## config.mk

```make
export PLATFORM = sky130hd
export DESIGN_NAME = json_member_value_extractor_top
export DESIGN_NICKNAME = d
export VERILOG_FILES = /design/src/hw/rtl/jmve_pkg.sv /design/src/hw/rtl/jmve_front.sv /design/src/hw/rtl/jmve_queue.sv /design/src/hw/rtl/jmve_back.sv /design/src/hw/rtl/json_member_value_extractor_top.sv
export SDC_FILE = /design/constraint.sdc
export NUM_CORES = 1
export LEC_CHECK = 0
export ABC_AREA = 1
export BUFFER_PORTS_ARGS = -buffer_cell sky130_fd_sc_hd__clkbuf_2
export CORE_AREA = 5 5 248 250
export DETAILED_ROUTE_END_ITERATION = 16
export DIE_AREA = 0 0 253 255
export PLACE_DENSITY = 0.77
export SYNTH_ARGS = -nofsm -noshare
export SYNTH_HDL_FRONTEND = slang
export SYNTH_SLANG_ARGS = --single-unit
```

## constraint.sdc

```tcl
create_clock -name clk -period 4.3 [get_ports clk]
set_input_delay 0 -clock clk [delete_from_list [all_inputs] [get_ports clk]]
set_output_delay 0 -clock clk [all_outputs]
set_load 0.02 [all_outputs]
```

## src/hw/rtl/jmve_pkg.sv

```systemverilog
// ----------------------------------------------------------------------------
// jmve_pkg: shared types and constants
// Phase codes, status codes, register indexes and the front/back record.
// ----------------------------------------------------------------------------
package jmve_pkg;

	localparam int MAX_KEY_CHARS = 32;
	localparam int QDEPTH = 4;
	localparam int QPTR_W = 2;

	localparam logic [2:0] REG_KEY0 = 3'd0;
	localparam logic [2:0] REG_KEY1 = 3'd1;
	localparam logic [2:0] REG_KEY2 = 3'd2;
	localparam logic [2:0] REG_KEY3 = 3'd3;
	localparam logic [2:0] REG_KLEN = 3'd4;
	localparam logic [2:0] REG_KIND = 3'd5;
	localparam logic [2:0] REG_CAP  = 3'd6;
	localparam logic [2:0] REG_FALL = 3'd7;

	localparam logic [2:0] ST_OK    = 3'd0;
	localparam logic [2:0] ST_NOKEY = 3'd1;
	localparam logic [2:0] ST_TYPE  = 3'd2;
	localparam logic [2:0] ST_STR   = 3'd3;
	localparam logic [2:0] ST_OVF   = 3'd4;
	localparam logic [2:0] ST_TERM  = 3'd5;

	localparam logic [1:0] KIND_STR  = 2'd0;
	localparam logic [1:0] KIND_NUM  = 2'd1;
	localparam logic [1:0] KIND_BOOL = 2'd2;

	typedef enum logic [11:0] {
		PH_OUTSIDE   = 12'b0000_0000_0001,
		PH_TOKEN     = 12'b0000_0000_0010,
		PH_TOKEN_ESC = 12'b0000_0000_0100,
		PH_AFTER_KEY = 12'b0000_0000_1000,
		PH_VALUE_WS  = 12'b0000_0001_0000,
		PH_STR_BODY  = 12'b0000_0010_0000,
		PH_STR_ESC   = 12'b0000_0100_0000,
		PH_STR_FULL  = 12'b0000_1000_0000,
		PH_NUM       = 12'b0001_0000_0000,
		PH_NUM_TAIL  = 12'b0010_0000_0000,
		PH_BOOL      = 12'b0100_0000_0000,
		PH_DONE      = 12'b1000_0000_0000
	} phase_t;

	// one queued result: either a value byte or the final status
	typedef struct packed {
		logic        kind;
		logic [7:0]  vbyte;
		logic [31:0] num;
		logic [2:0]  status;
	} result_t;

	function automatic logic is_space(input logic [7:0] c);
		return c == 8'h20 || c == 8'h09 || c == 8'h0a || c == 8'h0b ||
			c == 8'h0c || c == 8'h0d;
	endfunction

	function automatic logic [7:0] map_escape(input logic [7:0] c);
		logic [7:0] r;
		r = c;
		if (c == "n") r = 8'h0a;
		else if (c == "r") r = 8'h0d;
		else if (c == "t") r = 8'h09;
		else if (c == "b") r = 8'h08;
		else if (c == "f") r = 8'h0c;
		return r;
	endfunction

	function automatic logic [7:0] lit_true(input logic [2:0] p);
		logic [7:0] r;
		unique case (p)
			3'd0: r = "t";
			3'd1: r = "r";
			3'd2: r = "u";
			3'd3: r = "e";
			default: r = 8'h00;
		endcase
		return r;
	endfunction

	function automatic logic [7:0] lit_false(input logic [2:0] p);
		logic [7:0] r;
		unique case (p)
			3'd0: r = "f";
			3'd1: r = "a";
			3'd2: r = "l";
			3'd3: r = "s";
			default: r = "e";
		endcase
		return r;
	endfunction

endpackage

```

## src/hw/rtl/jmve_front.sv

```systemverilog
// ----------------------------------------------------------------------------
// jmve_front: byte scanner
// Runs the per-byte parse state machine and pushes up to two results per byte.
// ----------------------------------------------------------------------------
module jmve_front (
	input  logic                    clk,
	input  logic                    arst_n,
	input  logic                    cfg_we,
	input  logic [2:0]              cfg_index,
	input  logic [63:0]             cfg_data,
	input  logic                    in_fire,
	input  logic [7:0]              text_byte,
	input  logic                    end_of_line,
	output logic                    push0,
	output logic                    push1,
	output jmve_pkg::result_t       res0,
	output jmve_pkg::result_t       res1
);

	logic [255:0] key_q;
	logic [5:0]   klen_q;
	logic [1:0]   kind_q;
	logic [7:0]   cap_q;
	logic [31:0]  fall_q;

	jmve_pkg::phase_t phase_q, ph_n;
	logic [5:0]  tpos_q, tpos_n;
	logic        tmis_q, tmis_n;
	logic        tbs_q, tbs_n;
	logic [7:0]  emit_q, emit_n;
	logic [32:0] acc_q, acc_n;
	logic [2:0]  lpos_q, lpos_n;
	logic [1:0]  lcand_q, lcand_n;
	logic [2:0]  hst_q, hst_n;

	// configuration registers
	always_ff @(posedge clk or negedge arst_n) begin
		if (!arst_n) begin
			key_q  <= '0;
			klen_q <= '0;
			kind_q <= jmve_pkg::KIND_STR;
			cap_q  <= 8'd64;
			fall_q <= '0;
		end else if (cfg_we) begin
			unique case (cfg_index)
				jmve_pkg::REG_KEY0: key_q[63:0]    <= cfg_data;
				jmve_pkg::REG_KEY1: key_q[127:64]  <= cfg_data;
				jmve_pkg::REG_KEY2: key_q[191:128] <= cfg_data;
				jmve_pkg::REG_KEY3: key_q[255:192] <= cfg_data;
				jmve_pkg::REG_KLEN: klen_q <= cfg_data[5:0];
				jmve_pkg::REG_KIND: kind_q <= cfg_data[1:0];
				jmve_pkg::REG_CAP:  cap_q  <= cfg_data[7:0];
				jmve_pkg::REG_FALL: fall_q <= cfg_data[31:0];
			endcase
		end
	end

	logic [5:0] eklen;
	assign eklen = (klen_q > 6'(jmve_pkg::MAX_KEY_CHARS)) ?
		6'(jmve_pkg::MAX_KEY_CHARS) : klen_q;

	logic [7:0] kbyte;
	assign kbyte = key_q[{tpos_q[4:0], 3'b000} +: 8];

	logic [35:0] acc_x10;
	assign acc_x10 = {1'b0, acc_q[31:0], 3'b000} + {3'b000, acc_q[31:0], 1'b0};

	// next state and results for one byte
	always_comb begin
		logic [7:0] c;
		logic       dig;
		logic       cmp_mis;
		logic       do_emit;
		logic [7:0] ebyte;
		logic       fin;
		logic [2:0] fst;
		logic [32:0] fval;
		logic [2:0] p;
		logic [1:0] lc;
		logic [35:0] nacc;
		logic       eot;
		c = text_byte;
		dig = c >= "0" && c <= "9";
		cmp_mis = (tpos_q >= eklen) || (c != kbyte);
		do_emit = 1'b0;
		ebyte = c;
		fin = 1'b0;
		fst = jmve_pkg::ST_OK;
		fval = '0;
		p = (lpos_q > 3'd4) ? 3'd4 : lpos_q;
		lc = lcand_q;
		nacc = '0;
		eot = 1'b0;
		ph_n = phase_q;
		tpos_n = tpos_q;
		tmis_n = tmis_q;
		tbs_n = tbs_q;
		emit_n = emit_q;
		acc_n = acc_q;
		lpos_n = lpos_q;
		lcand_n = lcand_q;
		hst_n = hst_q;

		if (phase_q != jmve_pkg::PH_DONE) begin
			if (c == 8'h00) begin
				eot = 1'b1;
			end else begin
				unique case (phase_q)
					jmve_pkg::PH_OUTSIDE, jmve_pkg::PH_AFTER_KEY: begin
						if (phase_q == jmve_pkg::PH_AFTER_KEY && jmve_pkg::is_space(c)) begin
						end else if (phase_q == jmve_pkg::PH_AFTER_KEY && c == ":") begin
							ph_n = jmve_pkg::PH_VALUE_WS;
						end else if (c == "\"") begin
							tpos_n = '0;
							tmis_n = 1'b0;
							tbs_n = 1'b0;
							ph_n = jmve_pkg::PH_TOKEN;
						end else begin
							ph_n = jmve_pkg::PH_OUTSIDE;
						end
					end
					jmve_pkg::PH_TOKEN: begin
						if (c == "\"") begin
							if (!tmis_q && !tbs_q && tpos_q == eklen)
								ph_n = jmve_pkg::PH_AFTER_KEY;
							else
								ph_n = jmve_pkg::PH_OUTSIDE;
						end else begin
							if (c == "\\") begin
								tbs_n = 1'b1;
								ph_n = jmve_pkg::PH_TOKEN_ESC;
							end
							if (cmp_mis) tmis_n = 1'b1;
							if (tpos_q < 6'd63) tpos_n = tpos_q + 6'd1;
						end
					end
					jmve_pkg::PH_TOKEN_ESC: begin
						if (cmp_mis) tmis_n = 1'b1;
						if (tpos_q < 6'd63) tpos_n = tpos_q + 6'd1;
						ph_n = jmve_pkg::PH_TOKEN;
					end
					jmve_pkg::PH_VALUE_WS, jmve_pkg::PH_BOOL: begin
						if (phase_q == jmve_pkg::PH_VALUE_WS && jmve_pkg::is_space(c)) begin
						end else if (phase_q == jmve_pkg::PH_VALUE_WS &&
							kind_q == jmve_pkg::KIND_STR) begin
							if (c == "\"") begin
								emit_n = '0;
								ph_n = (cap_q <= 8'd1) ? jmve_pkg::PH_STR_FULL :
									jmve_pkg::PH_STR_BODY;
							end else begin
								fin = 1'b1;
								fst = jmve_pkg::ST_TYPE;
							end
						end else if (phase_q == jmve_pkg::PH_VALUE_WS &&
							kind_q == jmve_pkg::KIND_NUM) begin
							if (dig) begin
								acc_n = 33'(c - "0");
								ph_n = jmve_pkg::PH_NUM;
							end else begin
								fin = 1'b1;
								fst = jmve_pkg::ST_TYPE;
							end
						end else if (phase_q == jmve_pkg::PH_VALUE_WS &&
							kind_q != jmve_pkg::KIND_BOOL) begin
							fin = 1'b1;
							fst = jmve_pkg::ST_TYPE;
						end else begin
							// boolean literal step
							if (phase_q == jmve_pkg::PH_VALUE_WS) begin
								lc = 2'b11;
								p = 3'd0;
							end
							if (lc[0] && c != jmve_pkg::lit_true(p)) lc[0] = 1'b0;
							if (lc[1] && c != jmve_pkg::lit_false(p)) lc[1] = 1'b0;
							ph_n = jmve_pkg::PH_BOOL;
							lcand_n = lc;
							if (lc == 2'b00) begin
								fin = 1'b1;
								fst = jmve_pkg::ST_TYPE;
							end else if (lc[0] && p == 3'd3) begin
								fin = 1'b1;
								fval = 33'd1;
							end else if (lc[1] && p == 3'd4) begin
								fin = 1'b1;
							end else begin
								lpos_n = p + 3'd1;
							end
						end
					end
					jmve_pkg::PH_STR_BODY: begin
						if (c == "\"") fin = 1'b1;
						else if (c == "\\") ph_n = jmve_pkg::PH_STR_ESC;
						else do_emit = 1'b1;
					end
					jmve_pkg::PH_STR_ESC: begin
						do_emit = 1'b1;
						ebyte = jmve_pkg::map_escape(c);
					end
					jmve_pkg::PH_STR_FULL: begin
						fin = 1'b1;
						fst = (c == "\"") ? jmve_pkg::ST_OK : jmve_pkg::ST_STR;
					end
					jmve_pkg::PH_NUM: begin
						if (dig) begin
							if (!acc_q[32]) begin
								nacc = acc_x10 + 36'(c - "0");
								acc_n = (nacc[35:32] != 4'd0) ? 33'h1_0000_0000 :
									nacc[32:0];
							end
						end else if (acc_q[32]) begin
							fin = 1'b1;
							fst = jmve_pkg::ST_OVF;
						end else if (jmve_pkg::is_space(c)) begin
							ph_n = jmve_pkg::PH_NUM_TAIL;
						end else if (c == "," || c == "}") begin
							fin = 1'b1;
							fval = acc_q;
						end else begin
							fin = 1'b1;
							fst = jmve_pkg::ST_TERM;
						end
					end
					jmve_pkg::PH_NUM_TAIL: begin
						if (jmve_pkg::is_space(c)) begin
						end else if (c == "," || c == "}") begin
							fin = 1'b1;
							fval = acc_q;
						end else begin
							fin = 1'b1;
							fst = jmve_pkg::ST_TERM;
						end
					end
					default: begin
					end
				endcase
			end
		end

		// end of text, either from a zero byte or from the end of the line
		if (!fin && (eot || end_of_line) && ph_n != jmve_pkg::PH_DONE) begin
			fin = 1'b1;
			unique case (ph_n)
				jmve_pkg::PH_VALUE_WS, jmve_pkg::PH_BOOL: fst = jmve_pkg::ST_TYPE;
				jmve_pkg::PH_STR_ESC: begin
					fst = jmve_pkg::ST_STR;
					// a byte that ends the escape has already been emitted
					if (!do_emit) begin
						do_emit = 1'b1;
						ebyte = "\\";
					end
				end
				jmve_pkg::PH_STR_BODY, jmve_pkg::PH_STR_FULL: fst = jmve_pkg::ST_STR;
				jmve_pkg::PH_NUM, jmve_pkg::PH_NUM_TAIL: begin
					if (acc_n[32]) fst = jmve_pkg::ST_OVF;
					else fval = acc_n;
				end
				default: fst = jmve_pkg::ST_NOKEY;
			endcase
		end

		if (do_emit) begin
			if (emit_q < 8'd255) emit_n = emit_q + 8'd1;
			if (!fin)
				ph_n = ({1'b0, emit_n} + 9'd1 >= {1'b0, cap_q}) ?
					jmve_pkg::PH_STR_FULL : jmve_pkg::PH_STR_BODY;
		end
		if (fin) begin
			ph_n = jmve_pkg::PH_DONE;
			hst_n = fst;
			acc_n = fval;
		end

		// results: optional value byte, then final status on end of line
		res0 = '0;
		res1 = '0;
		res0.kind = 1'b0;
		res0.vbyte = ebyte;
		res1.kind = 1'b1;
		res1.status = hst_n;
		res1.num = (hst_n == jmve_pkg::ST_OK) ? acc_n[31:0] : fall_q;
		push0 = in_fire && do_emit;
		push1 = in_fire && end_of_line;
		if (!do_emit) begin
			res0 = res1;
			push0 = push1;
			push1 = 1'b0;
		end
	end

	// advance the scanner; the line state returns to reset at end of line
	always_ff @(posedge clk or negedge arst_n) begin
		if (!arst_n) begin
			phase_q <= jmve_pkg::PH_OUTSIDE;
			tpos_q  <= '0;
			tmis_q  <= 1'b0;
			tbs_q   <= 1'b0;
			emit_q  <= '0;
			acc_q   <= '0;
			lpos_q  <= '0;
			lcand_q <= 2'b11;
			hst_q   <= jmve_pkg::ST_OK;
		end else if (in_fire) begin
			if (end_of_line) begin
				phase_q <= jmve_pkg::PH_OUTSIDE;
				tpos_q  <= '0;
				tmis_q  <= 1'b0;
				tbs_q   <= 1'b0;
				emit_q  <= '0;
				acc_q   <= '0;
				lpos_q  <= '0;
				lcand_q <= 2'b11;
				hst_q   <= jmve_pkg::ST_OK;
			end else begin
				phase_q <= ph_n;
				tpos_q  <= tpos_n;
				tmis_q  <= tmis_n;
				tbs_q   <= tbs_n;
				emit_q  <= emit_n;
				acc_q   <= acc_n;
				lpos_q  <= lpos_n;
				lcand_q <= lcand_n;
				hst_q   <= hst_n;
			end
		end
	end

endmodule

```

## src/hw/rtl/jmve_queue.sv

```systemverilog
// ----------------------------------------------------------------------------
// jmve_queue: result queue
// Small queue that takes up to two results a cycle and hands one out.
// ----------------------------------------------------------------------------
module jmve_queue (
	input  logic                    clk,
	input  logic                    arst_n,
	input  logic                    push0,
	input  logic                    push1,
	input  jmve_pkg::result_t       res0,
	input  jmve_pkg::result_t       res1,
	output logic                    room,
	output logic                    nonempty,
	output jmve_pkg::result_t       head,
	input  logic                    pop
);

	jmve_pkg::result_t mem_q [jmve_pkg::QDEPTH];
	logic [jmve_pkg::QPTR_W-1:0] wr_q, rd_q;
	logic [jmve_pkg::QPTR_W:0]   cnt_q;

	logic [jmve_pkg::QPTR_W-1:0] wr1;
	assign wr1 = wr_q + 1'b1;

	// room for two more, counting the entry that leaves this cycle not at all
	assign room = cnt_q <= (jmve_pkg::QPTR_W + 1)'(jmve_pkg::QDEPTH - 2);
	assign nonempty = cnt_q != '0;
	assign head = mem_q[rd_q];

	// store pushed results
	always_ff @(posedge clk) begin
		if (push0) mem_q[wr_q] <= res0;
		if (push1) mem_q[wr1] <= res1;
	end

	// move pointers and count
	always_ff @(posedge clk or negedge arst_n) begin
		if (!arst_n) begin
			wr_q <= '0;
			rd_q <= '0;
			cnt_q <= '0;
		end else begin
			wr_q <= wr_q + jmve_pkg::QPTR_W'(push0) + jmve_pkg::QPTR_W'(push1);
			if (pop) rd_q <= rd_q + 1'b1;
			cnt_q <= cnt_q + (jmve_pkg::QPTR_W + 1)'(push0) + (jmve_pkg::QPTR_W + 1)'(push1)
				- (jmve_pkg::QPTR_W + 1)'(pop);
		end
	end

endmodule

```

## src/hw/rtl/jmve_back.sv

```systemverilog
// ----------------------------------------------------------------------------
// jmve_back: output stage
// Drains the queue into a registered master-side stream.
// ----------------------------------------------------------------------------
module jmve_back (
	input  logic                    clk,
	input  logic                    arst_n,
	input  logic                    nonempty,
	input  jmve_pkg::result_t       head,
	output logic                    pop,
	output logic                    m_tvalid,
	input  logic                    m_tready,
	output logic [47:0]             m_tdata,
	output logic                    m_tlast,
	output logic                    m_tuser
);

	logic            valid_q;
	jmve_pkg::result_t r_q;

	assign pop = nonempty && (!valid_q || m_tready);

	// load the output register whenever it is empty or being taken
	always_ff @(posedge clk or negedge arst_n) begin
		if (!arst_n) valid_q <= 1'b0;
		else if (!valid_q || m_tready) valid_q <= nonempty;
	end

	always_ff @(posedge clk) begin
		if (pop) r_q <= head;
	end

	assign m_tvalid = valid_q;
	assign m_tuser  = r_q.kind;
	assign m_tlast  = r_q.kind;
	assign m_tdata  = {5'd0, r_q.status, r_q.num, r_q.vbyte};

endmodule

```

## src/hw/rtl/json_member_value_extractor_top.sv

```systemverilog
// ----------------------------------------------------------------------------
// json_member_value_extractor_top: JSON member value extractor
// Scans JSON text bytes and reports the value of one configured member.
// ----------------------------------------------------------------------------
// Usage:
//   s_* stream carries one text byte per transfer, tlast marks the line end.
//   m_* stream returns string value bytes (tuser 0) and one final status per
//   line (tuser 1, tlast 1). A byte gives at most two results.
//   Configure through cfg_we/cfg_index/cfg_data while the block is idle.
// Timing:
//   One byte per cycle is accepted while s_tready is high. Each result is
//   registered in the result queue and then in the output register. The
//   four-entry queue holds results while the receiver stalls; s_tready
//   drops when fewer than two entries are free, so no result is lost.
// Reset:
//   arst_n clears the scanner to the start of a line, empties the queue and
//   loads the register defaults (capacity 64, everything else zero).
// ----------------------------------------------------------------------------
module json_member_value_extractor_top (
	input  logic        clk,
	input  logic        arst_n,
	input  logic        cfg_we,
	input  logic [2:0]  cfg_index,
	input  logic [63:0] cfg_data,
	input  logic        s_tvalid,
	output logic        s_tready,
	input  logic [7:0]  s_tdata,   // text_byte
	input  logic        s_tlast,   // end_of_line
	output logic        m_tvalid,
	input  logic        m_tready,
	output logic [47:0] m_tdata,   // value_byte[7:0], number_value[39:8], status[42:40]
	output logic        m_tlast,   // last_of_line
	output logic        m_tuser    // result_kind
);

	logic push0, push1, room, nonempty, pop, in_fire;
	jmve_pkg::result_t res0, res1, head;

	assign s_tready = room;
	assign in_fire = s_tvalid && room;

	jmve_front u_front (
		.clk, .arst_n, .cfg_we, .cfg_index, .cfg_data,
		.in_fire, .text_byte(s_tdata), .end_of_line(s_tlast),
		.push0, .push1, .res0, .res1
	);

	jmve_queue u_queue (
		.clk, .arst_n, .push0, .push1, .res0, .res1,
		.room, .nonempty, .head, .pop
	);

	jmve_back u_back (
		.clk, .arst_n, .nonempty, .head, .pop,
		.m_tvalid, .m_tready, .m_tdata, .m_tlast, .m_tuser
	);

endmodule

```

==> run summary, run 1 <==
The flow ran to the end, but the final reports show violations. The final reports fail on hold timing. The share of final-layout standard cells stronger than drive strength 1 came out at between 10 and 15%. The initial core utilization is 56.38%. The number of nets with antenna violations after detailed routing is 0. The switching power came out at approximately 9600 µW.

The met2 usage came out at around 48%. The top-area cell type share of the netlist area came out at roughly 28%. In the final design database the tool counted 4581 nets. The total CTS buffers is 61. Sorting the synthesized cells by how often they occur yields 972 x sky130_fd_sc_hd__nand2_1, 619 x sky130_fd_sc_hd__o21ai_0, 512 x sky130_fd_sc_hd__nor2_1. The clock period minus worst slack is roughly 4.2 ns. The first-pass detailed-route iteration total came out at 6. The filler-free cell count of the finished design is 5222. The clock passes through at most 3 buffers.

Yosys printed 0 warnings. The leakage power figure is 0.01814 µW. The setup violation total in the final timing report is 0.

The number of levels the H-tree was split into is 2. The HPWL after detailed placement is 68480 µm. The clock reaches the later pin of the worst-skew pair after roughly 0.66 ns. The share of flip-flops with an asynchronous set or reset after synthesis is 63.39%. The routed wire length per instance came out at slightly below 20 µm. After global routing, the most crowded layer is met2.

The clock edge transition at the registers on the reported setup and hold paths came out at around 0.070 ns. The min-delay analysis places its worst path in the category in2async. The register area is about 0.016 mm².

The combinational group share of total power is 42.1%. The max-cap violation count is 0. The count of fill cells added during filler insertion came out at between 4000 and 5000. In the post-synthesis netlist, the biggest area contributors are sky130_fd_sc_hd__dfrtp_1 28%, sky130_fd_sc_hd__edfxtp_1 17%, sky130_fd_sc_hd__nand2_1 11%, sky130_fd_sc_hd__o21ai_0 9.3%, sky130_fd_sc_hd__nor2_1 5.8%. In the final timing run, aggregate negative setup slack is 0 ns. The count of buffers inserted at the top-level ports came out at ~130.

The slowest stage of the critical path belongs to the cell sky130_fd_sc_hd__dfstp_2. The final setup skew is 0.03998 ns. The dominant register cell in the synthesized netlist is sky130_fd_sc_hd__dfrtp_1. The worst-case IR drop observed on VDD is 0.4763 mV. Of the total power, the share spent switching nets is around 41%. For this run, global-route usage on met3 was measured as 5.945%. Global routing finished with a remaining overflow of 0. The part of the cycle the worst path needs is 98.17%.

Dividing total power by cell area gives a power density of about 600 mW/mm². The critical path arrival is approximately 4.7 ns. The hold violation count in the final report was 14. The most common cell in the synthesized netlist is sky130_fd_sc_hd__nand2_1. The category of the most critical setup path is reg2reg. Global routing used ~31% of the available tracks. Setup repair after global routing could not meet its margin everywhere.

Data on the critical path is required at its endpoint by between 4 and 5 ns. The critical path's most frequent cell is sky130_fd_sc_hd__nand2_4. The sink count of the clock tree is roughly 600. The cell-internal power is around 14000 µW.

The final routed wirelength across all metal layers is around 100000 µm. In this run the horizontal extent of the chip is ~250 µm. The biggest area contributor in the post-synthesis netlist is sky130_fd_sc_hd__dfrtp_1. The total die area is about 0.065 mm². The number of remaining DRC errors came out at 0. The first-iteration detailed-routing DRC count is about 3500.

The relative max-transition margin is a little under a fifth. The number of vias after detailed routing came out at between 30000 and 40000. The worst slack after detailed placement is -0.03865 ns. The average via count per standard cell came out at 5.858. The tree is rooted in a sky130_fd_sc_hd__clkbuf_16. The mapped cell area came out at 0.03315 mm².

The height of the die came out at 255 µm. The floorplan row count came out at 89. The largest net degree at the start of global routing is approximately 130. The share of the Yosys chip area taken by registers is between 40% and 50%. The largest fanout of any net on the critical path is 4. In the final layout, the multi-input gates occupy roughly 0.016 mm².

Final hold analysis gives a worst-case slack of -0.02557 ns. The stage delay of the slowest cell on the critical path is 0.55 ns. The max-slew violation count is 0. The post-synthesis cell type count came out at 57.

The peak clock frequency supported by timing came out at between 200 and 250 MHz. The synthesized design contains around 180 enable-type register cells. The number of antenna violations at the first check in global routing is 1. The part of the total power dissipated in the clock network came out at between 20% and 30%. The number of placed I/O pins is 133. The relative area change from synthesis to final layout came out at 17.49%. The share of total power dissipated in sequential elements is 34.1%. The post-layout total power came out at 23460 µW. Counting flops and latches in the post-synthesis netlist gives 601. For this run, global-route usage on met1 was measured as 42.00%. The via count of the first global-routing pass was between 20000 and 30000. The number of cells after detailed placement came out at approximately 5000.

The global-route wire length before repair came out at approximately 160000 µm. The cell count after synthesis came out at 4181. The final setup slack of the worst path is between 0.07 and 0.08 ns. STA classifies the critical path startpoint as a flip-flop. The slew at the pin closest to its max-slew limit is 1.213 ns. The placeable core region is ~0.059 mm². STA classifies the critical path endpoint as a flip-flop. TritonCTS built the clock tree. The mean instance size in the synthesized netlist is approximately 7.9 µm². At the end of routability-driven placement, the weighted congestion stood at slightly above 1.
[placed cells by master, fill, tap and decap left out, drive strengths merged, types with 26 or more instances in the layout]
cell type / instances
a21oi: 184
buf: 176
clkbuf: 206
dfrtp: 377
dfxtp: 36
dlygate4sd3: 74
edfxtp: 184
fa: 34
ha: 65
inv: 391
nand2: 1001
nand3: 172
nand4: 40
nor2: 530
nor3: 30
o21ai: 625
o22ai: 136
xor2: 26
[flip-flops by register name, indices dropped and copies added, names as in the netlist, 8 cells and up]
signal           flops
u_front.cap_q        8
u_front.phase_q     12
u_front.fall_q      32
u_front.key_q      256
u_front.acc_q       33
u_queue.mem_q      176
u_back.m_tdata      43
u_front.emit_q       8
[power by group through the flow]
| stage | logic [µW] | registers [µW] | clock network (µW) |
|---|---|---|---|
| 3_3_place_gp | 8910 | 8020 | 0 |
| 3_5_place_dp | 9100 | 8070 | 0 |
| 6_report | 9870 | 8000 | 5590 |
| 5_1_grt | 10800 | 8130 | 5880 |
| 4_1_cts | 9250 | 7980 | 5630 |
| 2_1_floorplan | 6000 | 8190 | 0 |
[what timing repair did]
item,CTS,global route
hold endpoints to repair,568,0
gates cloned,0,1
setup endpoints to repair,2,289
resized for setup,2,146
pin swaps,2,42
setup buffers,2,33
hold buffers,74,0
[layout make-up]
| cell class | instances | area share, % |
|---|---|---|
| Sequential cell | 601 | 40.55 |
| Inverter | 393 | 3.823 |
| Antenna cell | 1 | 0.006425 |
| Timing Repair Buffer | 375 | 7.595 |
| Clock buffer | 81 | 4.369 |
| Tap cell | 773 | 2.483 |
| Multi-Input combinational cell | 2969 | 40.10 |
| Clock inverter | 29 | 1.073 |
[worst paths after layout]
path                       slack, ns                 start              endpoint  cells past startpoint
setup reg to reg                0.08    u_front.phase_q[0]      u_queue.cnt_q[2]                     28
setup / recovery                0.08    u_front.phase_q[0]      u_queue.cnt_q[2]                     28
min in group clk                0.06            s_tdata[5]  u_queue.mem_q[0][40]                      4
hold reg to reg                 0.45  u_queue.mem_q[2][41]  u_queue.mem_q[2][41]                      2
max in group asynchronous       3.14                arst_n     u_front.tpos_q[0]                      3
hold / removal                 -0.03                arst_n     u_front.key_q[72]                      2
[per-layer routing]
metal	routed length, µm	up-vias
met5	0	-
met4	4860	0
met3	10280	259
met2	46130	1666
met1	40430	14346
li1	-	14317
[worst max-delay path: cells and delay by family (launching register included)]
kind                     cells  cell delay (ns)
buffers and inverters        3             0.13
AO/OA/AOI/OAI                1             0.16
flip-flops                   1             0.55
XOR/XNOR                     2             0.20
adder cells (fa/ha/maj)      5             1.35
AND/OR/NAND/NOR             17             1.69
[stage by stage]
stage	utilization [%]	area (µm²)
final	66.24	38940
after CTS	64.71	38050
after global placement	59.81	35170
after floorplan	-	33230
after detailed placement	59.81	35170
after global routing	66.23	38940
[cell families (layout without fill, tap and decap cells)]
logic type               count (synthesis)  in the layout  synth area share, %
multiplexers                            24             24               0.7247
AO/OA/AOI/OAI                         1005           1005                16.26
adder cells (fa/ha/maj)                 99             99                4.507
XOR/XNOR                                43             43                1.136
flip-flops                             601            601                47.62
buffers and inverters                  615            878                7.402
AND/OR/NAND/NOR                       1793           1793                22.34
other                                    1              6              0.01131
(Power assumes the default switching activity.)
==> inputs of run 2 (changes only) <==
--- a/config.mk
+++ b/config.mk
@@ -10,7 +10,9 @@
 export CORE_AREA = 5 5 248 250
 export DETAILED_ROUTE_END_ITERATION = 16
 export DIE_AREA = 0 0 253 255
+export GPL_ROUTABILITY_DRIVEN = 0
 export PLACE_DENSITY = 0.77
+export REMOVE_ABC_BUFFERS = 1
 export SYNTH_ARGS = -nofsm -noshare
 export SYNTH_HDL_FRONTEND = slang
 export SYNTH_SLANG_ARGS = --single-unit
==> run summary, run 2 (synthesized netlist as in run 1, its figures left out) <==
During I/O placement, the number of pins put on the boundary was 133. The residual overflow from global routing is 0. The cell family contributing the most delay on the critical path is simple AND/OR/NAND/NOR gates. The maximum buffer depth of the clock tree came out at 3. The routed wire length per instance came out at about 19 µm. The total die area is about 0.065 mm². The largest fanout of any net on the critical path is 15.

The post-layout total power is around 24000 µW. The share of final-layout standard cells stronger than drive strength 1 is a little over an eighth. The relative max-transition margin is roughly 27%. Setup repair after global routing could not meet its margin everywhere.

TritonCTS built the clock tree. The run finished with clean final reports. Compared with the post-synthesis result, the final layout area differs by 17.16%. The detail route stage leaves a number of antenna-violating nets equal to 0.

The total power per unit cell area is between 600 and 700 mW/mm². The peak clock frequency supported by timing is between 200 and 250 MHz. The critical path arrival came out at around 4.5 ns. For this run, the slowest stage of the critical path takes approximately 0.55 ns. The number of buffers and inverters on the critical path came out at 6. The count of buffers added on input and output ports is around 130. The max-slew violation count came out at 0. Clock tree synthesis selected as its root buffer the cell sky130_fd_sc_hd__clkbuf_16. The highest ir drop seen on vdd is a little under 0.7 mV. The height of the die is 255 µm. The floorplan row count came out at 89. Clock-pin slew was measured on the worst setup and hold paths at 0.06 ns. The kind of end point of the critical path is a flip-flop. Across every metal layer, demand over resource in global routing totals between 20% and 30%. The pre-antenna-repair detailed-routing pass consisted of 6 iterations. The setup violation total in the final timing report is 0. The placeable core region came out at about 0.059 mm². The max-cap violation count is 0. The floorplan step set the die width to between 200 and 300 µm. The critical path runs through a total of 28 cells. For the pin with the worst max-slew slack, the measured transition is roughly 1.1 ns. The hold violation count in the final report was 0.

The flip-flop count of the largest register, all copies and words added is 256. The number of inserted diodes came out at 0. At the end of the flow the core is filled with cells to 66.05%.

In this run, the number of DRC markers left after iteration 0 of detailed routing was about 3300. After detailed routing, the number of vias per cell comes to 5.852. Data on the critical path is required at its endpoint by ~4.7 ns.

The largest net degree at the start of global routing came out at 130. The final routed wirelength across all metal layers is between 90000 and 100000 µm. The sink count of the clock tree is ~600. The final HPWL from detailed placement is about 65000 µm. After detailed routing, the number of remaining DRC violations is 0.

The worst reg-to-reg path cell count is 28. The leakage power figure came out at between 0.015 and 0.02 µW. Leaving out fill and tap cells, the most frequent cell in the layout is sky130_fd_sc_hd__nand2_1. The via count of the first global-routing pass is between 20000 and 30000. Across the routed clock network, the largest skew measured is about 0.023 ns. The category of the most critical setup path is reg2reg. The global-route wire length before repair came out at 155600 µm. The part of the cycle the worst path needs came out at 97.39%.

The launching element type of the critical path is a flip-flop. The H-tree was split into 3 levels. The number of nets at the end of the flow is between 4000 and 5000.

The min-delay analysis places its worst path in the category in2async. The top cell types in the final layout, fill and taps aside, are 936 x sky130_fd_sc_hd__nand2_1, 617 x sky130_fd_sc_hd__o21ai_0, 501 x sky130_fd_sc_hd__nor2_1. On the critical path, the stage with the largest delay is an instance of sky130_fd_sc_hd__dfstp_2. In this run, CTS created clock tree buffers numbering 66.

The latest clock arrival within the worst-skew pair is roughly 0.62 ns. Across all layers, the routed design uses approximately 31000 vias. The number of antenna violations at the first check in global routing is 0. The clock period minus worst slack is 4.188 ns. The initial core utilization is a little under three fifths.

The register with the most flip-flops is u_front.key_q.
==> run 2: routing by layer <==
metal | GRT usage (%) | part of all wire, % | vias up
li1 | - | - | 14343
met1 | 39.75 | 40 | 14485
met2 | 48.63 | 47 | 1584
met3 | 5.487 | 8.7 | 286
met4 | 12.43 | 4.2 | 0
met5 | 0 | 0 | -
==> run 2: final timing paths <==
check | startpoint | endpoint | slack [ns]
min | arst_n | u_front.acc_q[3] | 0.06
max | u_front.phase_q[0] | u_queue.mem_q[2][4] | 0.11
min reg2reg | u_queue.mem_q[2][37] | u_queue.mem_q[2][37] | 0.45
max in group asynchronous | arst_n | u_front.tpos_q[0] | 2.92
min in group clk | s_tdata[5] | u_queue.mem_q[0][40] | 0.06
max reg2reg | u_front.phase_q[0] | u_queue.mem_q[2][4] | 0.11
==> run 2: timing repair <==
item	4_1_cts	5_1_grt
endpoints found under the setup margin	96	287
resized for setup	12	99
hold buffers	73	0
buffers inserted	5	21
gates cloned	0	1
pin swaps	7	41
endpoints found under the hold margin	405	0
==> run 2: layout make-up <==
class | count | area (µm²)
Clock buffer | 85 | 1856
Clock inverter | 37 | 377.9
Fill cell | 4739 | 19960
Inverter | 393 | 1490
Multi-Input combinational cell | 2969 | 15330
Sequential cell | 601 | 15790
Tap cell | 773 | 967.2
Timing Repair Buffer | 388 | 3019
==> run 2: through the flow <==
step | area (µm²) | setup TNS [ns] | hold WS, ns | std cells | setup WS (ns)
after floorplan | 32190 | -1538.11 | -0.2956 | 3963 | -4.821
after global placement | 35240 | -0.03824 | 0.1073 | 5024 | -0.03824
after detailed placement | 35240 | -0.3309 | 0.1121 | 5024 | -0.1528
after CTS | 38290 | 0 | 0.01326 | 5224 | 0.01155
after global routing | 38840 | -11.91 | 0.06855 | 5246 | -0.1468
final | 38840 | 0 | 0.05984 | 5246 | 0.1122
==> run 2: power breakdown <==
| part | internal [µW] | total, µW | switching [µW] | leakage, µW |
|---|---|---|---|---|
| Clock | 3340 | 5790 | 2440 | 0.00110 |
| Combinational | 3370 | 9840 | 6470 | 0.0103 |
| Sequential | 7280 | 7980 | 699 | 0.00690 |
| Total | 14000 | 23600 | 9610 | 0.0183 |
